[config.mk]
export PLATFORM = sky130hd
export DESIGN_NAME = hkt_ram
export DESIGN_NICKNAME = d
export VERILOG_FILES = /design/src/hkt_ram.sv
export SDC_FILE = /design/constraint.sdc
export NUM_CORES = 1
export LEC_CHECK = 0
export BUFFER_PORTS_ARGS = -buffer_cell sky130_fd_sc_hd__buf_4
export CORE_MARGIN = 2
export CORE_UTILIZATION = 40
export DETAILED_ROUTE_END_ITERATION = 16
export PLACE_DENSITY = 0.64
export SYNTH_ARGS = -nofsm -noshare
export SYNTH_HDL_FRONTEND = slang
export SYNTH_SLANG_ARGS = --single-unit
[constraint.sdc]
create_clock -name clk -period 5.6 [get_ports clk]
set_clock_uncertainty 0.1 [all_clocks]
set_input_delay 1.12 -clock clk [delete_from_list [all_inputs] [get_ports clk]]
set_output_delay 1.12 -clock clk [all_outputs]
set_load 0.02 [all_outputs]
[src/hkt_ram.sv]
`timescale 1ns / 1ps

module hkt_ram #(
  parameter int WIDTH = 8,
  parameter int DEPTH = 16
) (
  input  logic                     clk,
  input  logic                     we,
  input  logic [$clog2(DEPTH)-1:0] waddr,
  input  logic [WIDTH-1:0]         wdata,
  input  logic [$clog2(DEPTH)-1:0] raddr,
  output logic [WIDTH-1:0]         rdata
);

  logic [WIDTH-1:0] mem [DEPTH];

  // One write port and one registered read port.
  always_ff @(posedge clk) begin
    if (we) begin
      mem[waddr] <= wdata;
    end
    rdata <= mem[raddr];
  end

endmodule

Yosys cells after proc, flatten, opt, wreduce, memory -nomap -nowiden. Memory sizes are Yosys's and may differ from the RTL's. A register that Yosys moved wholly into a read port is not among the register bits. Index checks and enable logic that the tools add are counted.

Multiplexer cells: 2.

Operators with widths (count): 2-to-1 mux 1 bit (2).

Register bits after elaboration: 0. Bits in writable memories: 128. Bits of input ports: 18. Output and inout bits: 8. Logic and storage cells: 3. Memories kept: 1.

Memories: mem (words 16, bits a word 8, rd ports 1, clocked after memory_dff 1, wr ports 1, line 15) `logic [WIDTH-1:0] mem [DEPTH];`.

Logic depth before layout (Yosys ltp). Gate-level depths: netlist (run 1).

Depth in word-level cells: 2. Depth in mapped cells: 5. Depth with buffers taken out: 3.

Worst setup path before layout (run 1). Ideal clock, no wire load.

Path kind: input -> register. From: input waddr[2]. To: memory mem[0][0], enable pin. Setup time: 0.383 ns. Data arrival time: 2.230 ns. Required time: 5.117 ns. Setup slack: 2.887 ns. Cell stages on the path: 2. Path buffers: 0. Cell sequence: or3b_2 > nor3_1.

RTL lines: start, declared (line 9) `input logic [$clog2(DEPTH)-1:0] waddr,`; end, declared (line 15).

No word-level cell before the write port.

Worst setup path after layout (run 1).
From: input waddr[2]. To: memory mem[3][0], enable pin.

No word-level cell before the write port.

==> metrics, run 1 <==
# clock sinks 136; Slowest Stage Delay on Critical Path roughly 0.66 ns; clock slew at reported path FFs approximately 0.050 ns; most frequent cells after synthesis edfxtp_1, mux4_2, a22oi_1; largest net degree at the start of global routing 33; Final TNS setup 0 ns; Initial Util 0.410; CTS Buf Count 17; Tmin final 2.49 ns; Hold Crit Endpoint rdata[5]$_DFF_P_; Synth area leader edfxtp_1; leak pwr 0.00201 uW; first-pass GRT wire length 14100 um; Mapped Cells 229; post-CTS sizing 0; Critical Path Fanout Max 8; core footprint 0.0126 mm2; R2R Path End rdata[5]$_DFF_P_; pwr dens 383 mW/mm2; Setup crit end kind register; post-synth top area share 0.747; leading post-synthesis cells by cell area edfxtp_1, mux4_2, mux4_1; number of flops mapped to enable cells by yosys 128; total die area 0.0138 mm2; drt initial violations between 150 and 200; final hold violations 0; VDD IR max 289 uV; fin. max-slew vios 0; synthesized flop and latch total 136; fmax ~400 MHz; via count ~2300; Hold Path Depth 3; die width 117 um; Synth cell types 19; area grow syn2layout 17.9%; sequential fraction of the synthesis area 0.778; Worst Hold Class register to register; cts hold-fix bufs 0; Primary FF master, synth edfxtp_1; Residual DRC 0; final setup margin 3.11 ns; Clock Tree Root clkbuf_16; Non-Filler Instances 451; critical path class input port to register; H-tree depth 4; synthesized cell area 0.00515 mm2; worst hold path startpoint mem[13][5]$_DFFE_PP_; crit-path cells buf_4 -> or3b_2 -> nor2_1; Psw around 450 uW; port buffer count 25; Pint 1870 uW; Final Cycle Share 0.445; wire per inst 20.5 um; met1 Use GR 0.201; Congestion Overflow GR 0; Final ANT Viol Nets 0; First-pass DRT Iterations 4; most common cell in the netlist edfxtp_1; Worst path slowest cell nor2_1; critical path arrival 2.42 ns; Mean Syn Cell Area 22.5 um2; measured slew at the worst slew-check pin 0.980 ns; gr busiest metal met2; met2 usage 0.214; async set or reset register ratio after synthesis 0; dpl ws between 2 and 2.5 ns; Diodes inserted 0; clk_lat worst skew 0.41 ns; Clk pwr share 0.460; CTS tree done; relative slew slack 0.344; reg2reg start mem[2][5]$_DFFE_PP_; number of global-route vias before repair 2398; FF-to-FF setup slack between 4 and 5 ns; MaxCap Viol Count 0; Syn Nets 247; placed cells 419; Layout Nets between 200 and 300; Post-CTS Setup Repair Bufs 0; Comb pwr share 0.048; setup violators final 0; R2R depth 3; final wirelength around 9200 um; CP startpoint kind input port; GRT Total Usage 0.142; Filler cells 1019; switching share of power 0.194; unrepaired setup endpoints after global routing no; RePlAce Congestion 0.718; CP required around 5.5 ns; M3 GR Usage 0.0365; share of cells above drive strength 1 0.269; status finished, final reports clean; CTS max path bufs 2; initial antenna violation count 0; IO Count 26; die height between 100 and 150 um; Post-DP HPWL 5370 um; Ys Warns 0; sequential power share 0.492; DR vias/cell between 5 and 6; Cell Rows 41
==> cell type report <==
type | count | area [um2] | share of cell area
multi-input cells | 83 | 1060 | 0.175
clock buffers | 24 | 482 | 0.0794
well taps | 172 | 215 | 0.0355
flip-flops and latches | 136 | 4000 | 0.660
clock inverters | 8 | 96.3 | 0.0159
repair buffers | 28 | 210 | 0.0346
==> cells in the final DEF, fill, tap and decap left out, types with 3 or more instances in the layout <==
cell type	count
mux4_1	14
dfxtp_1	8
nor3_1	3
mux4_2	18
nand2_1	9
nor2_1	13
buf_4	28
a22oi_1	16
clkinvlp_4	3
edfxtp_1	128
clkbuf_8	3
clkbuf_16	17
clkbuf_1	4
==> state kept, by name, indices dropped and copies added (netlist names) <==
| register | count |
|---|---|
| mem | 128 |
| rdata | 8 |
==> power by group through the flow <==
stage / sequential [uW] / combinational [uW] / clock (uW)
2_1_floorplan: 1170 / 57.8 / 0
3_3_place_gp: 1160 / 112 / 0
3_5_place_dp: 1160 / 113 / 0
4_1_cts: 1140 / 114 / 1080
5_1_grt: 1150 / 122 / 1130
6_report: 1140 / 112 / 1070
==> per-layer routing <==
metal	vias to the layer above	routed length (um)
li1	1045	-
met4	0	104
met3	7	691
met5	-	0
met1	1227	3970
met2	67	4460
==> cells by family (layout without fill, tap and decap cells) <==
group / after synthesis / in the layout / share of synthesized area
AOI/OAI and AO/OA: 16 / 16 / 0.0233
buffers and inverters: 10 / 60 / 0.0168
DFF: 136 / 136 / 0.778
muxes: 32 / 32 / 0.150
and+or+nand+nor: 35 / 35 / 0.0318
==> stage by stage <==
step	hold slack [ns]	area [um2]	util	total power, uW
floorplan	0.529	5150	-	1230
global placement	0.549	5490	0.437	1280
detailed placement	0.562	5490	0.437	1280
CTS	0.577	6060	0.483	2340
global route	0.599	6070	0.483	2400
finish	0.572	6070	0.483	2330
==> worst max-delay path, delay by kind of cell <==
kind	cells	cell delay [ns]
buffers and inverters	1	0.12
and+or+nand+nor	2	1.18
==> worst max path at each step <==
stage | from | endpoint | depth (start not counted)
floorplan | waddr[2] | mem[0][0]$_DFFE_PP_ | 2
global placement | waddr[2] | mem[0][1]$_DFFE_PP_ | 3
detailed placement | waddr[2] | mem[0][0]$_DFFE_PP_ | 3
CTS | waddr[2] | mem[0][1]$_DFFE_PP_ | 3
global route | raddr[0] | rdata[2]$_DFF_P_ | 4
finish | waddr[2] | mem[3][0]$_DFFE_PP_ | 3
Note: power is estimated with default switching activity, not from simulation.
==> inputs of run 2 (changes only) <==
- ABC_AREA: unset -> 1
- clock period: 5.6 -> 2.55 ns (I/O delays scaled with it)
==> run 2 against run 1 <==
Area after synthesis rose by 12%; total power rose by 140%; synthesized cell count rose by 140%; wire length rose by 38%; critical path type is now register to output port; register-to-register slack got worse by 2.8 ns; utilization rose by 0.19 points; via count rose by 61%; sequential share of layout area fell by 6.9 points; setup slack got worse by 2.1 ns.
==> metrics, run 2 <==
synthesized cell area 0.00577 mm2 (was 0.00515 mm2); CP Depth 1 (was 3); final core occ 0.485 (was 0.483); total die area 0.0154 mm2 (was 0.0138 mm2); R2R depth 6 (was 3); Cell Rows 43 (was 41); Clock Tree Root clkbuf_16 (unchanged); CP startpoint kind register (was input port); Final ANT Viol Nets 0 (unchanged); unrepaired setup endpoints after global routing no (unchanged); VDD IR max 531 uV (was 289 uV); Primary FF master, synth edfxtp_1 (unchanged); # clock sinks 136 (unchanged); Layout Nets 599 (was 284); Slowest Stage Delay on Critical Path 0.33 ns (was 0.66 ns); Hold Crit Endpoint rdata[2]$_DFF_P_ (was rdata[5]$_DFF_P_); commonest non-fill, non-tap cell in the layout nand2_1 (was edfxtp_1); sequential fraction of the synthesis area 0.694 (was 0.778); fmax 670 MHz; critical path class register to output port (was input port to register); fin. max-slew vios 0 (unchanged); First-pass DRT Iterations 5 (was 4); Tot Pwr 5660 uW (was 2330 uW); area of the multi-input gates 0.00121 mm2 (was 0.00106 mm2); Final TNS setup 0 ns (unchanged); most frequent cells after synthesis nand2_1, edfxtp_1, inv_1 (was edfxtp_1, mux4_2, a22oi_1); post-route cell area 0.00678 mm2 (was 0.00607 mm2); core footprint 0.0140 mm2 (was 0.0126 mm2); synthesized flop and latch total 136 (unchanged); CTS Buf Count 17 (unchanged); leading post-synthesis cells by cell area edfxtp_1, nand2_1, nand3_1 (was edfxtp_1, mux4_2, mux4_1); Congestion Overflow GR 0 (unchanged); critical path buffer and inverter count 1 (unchanged); Tmin final between 1 and 1.5 ns; Hold Path Depth 3 (unchanged); final wirelength 12800 um (was 9230 um); wire per inst 16.5 um (was 20.5 um); measured slew at the worst slew-check pin 0.735 ns (was 0.980 ns); Worst path slowest cell dfxtp_1 (was nor2_1); clock slew at reported path FFs 0.05 ns (about the same); number of global-route vias before repair 3655 (was 2398); Diodes inserted 0 (unchanged); post-CTS sizing 0 (unchanged); Worst Hold Class input port to register (was register to register); MaxCap Viol Count 0 (unchanged); max reg flops 128 (unchanged); relative slew slack 0.508 (was 0.344); post-synth top area share 0.667 (was 0.747); die width 124 um (was 117 um); pwr dens 834 mW/mm2 (was 383 mW/mm2); critical path arrival 0.88 ns (was 2.42 ns); first-pass GRT wire length 20000 um (was 14100 um); H-tree depth 4 (unchanged); cts hold-fix bufs 0 (unchanged); Final Cycle Share 0.585; Synth area leader edfxtp_1 (unchanged); port buffer count 25 (unchanged); R2R Path End rdata[4]$_DFF_P_ (was rdata[5]$_DFF_P_); Synth cell types 12 (was 19); via count 3775 (was 2346); worst hold path startpoint raddr[3] (was mem[13][5]$_DFFE_PP_); number of flops mapped to enable cells by yosys 128 (unchanged); area grow syn2layout 17.6% (was 17.9%); CTS tree done (unchanged); largest net degree at the start of global routing 39 (was 33); Ys Warns 0 (unchanged); FF-to-FF setup slack 1.42 ns (was 4.17 ns); Critical Path Fanout Max 1 (was 8); leak pwr 0.00292 uW (was 0.00201 uW); async set or reset register ratio after synthesis 0 (unchanged); setup violators final 0 (unchanged); IO Count 26 (unchanged); most common cell in the netlist nand2_1 (was edfxtp_1); die height 124 um (was 117 um); GRT Total Usage 0.181 (was 0.142); crit-path cells buf_4 (was buf_4 -> or3b_2 -> nor2_1); initial antenna violation count 0 (unchanged); Filler cells 1244 (was 1019); CP required 1.94 ns (was 5.53 ns); Initial Util 0.412 (was 0.410); Setup crit end kind output port (was register); Top Registers mem x128, rdata x8 (unchanged); Mean Syn Cell Area 10.5 um2 (was 22.5 um2); final hold violations 0 (unchanged); drt initial violations 412 (was 176); CTS max path bufs 2 (unchanged); Post-CTS Setup Repair Bufs 0 (unchanged); reg2reg start mem[6][4]$_DFFE_PP_ (was mem[2][5]$_DFFE_PP_); Post-DP HPWL 7950 um (was 5370 um); FF/Latch Area 0.00400 mm2 (unchanged); most frequent cells in the layout nand2_1, edfxtp_1, inv_1, nand3_1, buf_4 (was edfxtp_1, buf_4, mux4_2, clkbuf_16, a22oi_1); Mapped Cells 551 (was 229); Syn Nets 569 (was 247); share of cells above drive strength 1 0.111 (was 0.269); clk_lat worst skew 0.41 ns (about the same); Residual DRC 0 (unchanged); status finished, final reports clean (unchanged); dpl cell area 0.00610 mm2 (was 0.00549 mm2); Biggest register mem (unchanged); RePlAce Congestion 0.853 (was 0.718); CP top delay family flip-flops (was simple AND/OR/NAND/NOR gates); DR vias/cell 4.88 (was 5.20)
[run 2: changes by cell type after synthesis, moves of 4 or more]
cell | before | now
a22oi_1 | 16 | 0
buf_2 | 3 | 13
inv_1 | 0 | 100
mux4_1 | 14 | 0
mux4_2 | 18 | 0
nand2_1 | 9 | 173
nand3_1 | 1 | 97
nor2_1 | 13 | 17
nor3_1 | 4 | 0
[run 2: how the worst max path moves through the flow]
stage	from	endpoint	slack, ns
after floorplan	waddr[2]	mem[10][0]$_DFFE_PP_	0.99
after global placement	waddr[3]	mem[4][1]$_DFFE_PP_	0.64
after detailed placement	waddr[3]	mem[4][1]$_DFFE_PP_	0.62
after CTS	rdata[3]$_DFF_P_	rdata[3]	1.02
after global routing	waddr[3]	mem[4][2]$_DFFE_PP_	0.95
final	rdata[3]$_DFF_P_	rdata[3]	1.06
[run 2: per-stage QoR]
stage	setup slack (ns)	instances	hold slack (ns)
final	1.06	774	0.329
after CTS	1.02	774	0.310
after detailed placement	0.623	742	0.569
after global placement	0.643	742	0.565
after global routing	0.946	774	0.330
after floorplan	0.989	551	0.507
[run 2: logic make-up (layout without fill, tap and decap cells)]
| group | count (synthesis) | after routing | share of synthesized area |
|---|---|---|---|
| AND/OR/NAND/NOR | 289 | 289 | 0.210 |
| flip-flops | 136 | 136 | 0.694 |
| buffers and inverters | 126 | 169 | 0.0952 |
[run 2: area by class of cell]
cell class              instances  share of cell area
clock buffers                  17              0.0627
inverters                     102              0.0565
flip-flops and latches        136               0.590
multi-input cells             289               0.179
repair buffers                 35              0.0406
well taps                     180              0.0332
clock inverters                15              0.0376
[run 2: routing by layer]
metal | vias to the layer above | wire, um | global-route usage
met5 | - | 0 | 0
met4 | 0 | 243 | 0.0772
met3 | 17 | 949 | 0.0485
met2 | 156 | 6120 | 0.281
met1 | 1770 | 5460 | 0.240
li1 | 1832 | - | -
[run 2: power breakdown]
group          total [uW]  leakage (uW)  internal (uW)  switching (uW)
Combinational         333       0.00137            101             231
Clock                2810      0.000325           1920             892
Sequential           2510       0.00122           2500            13.2
Total                5660       0.00292           4520            1140
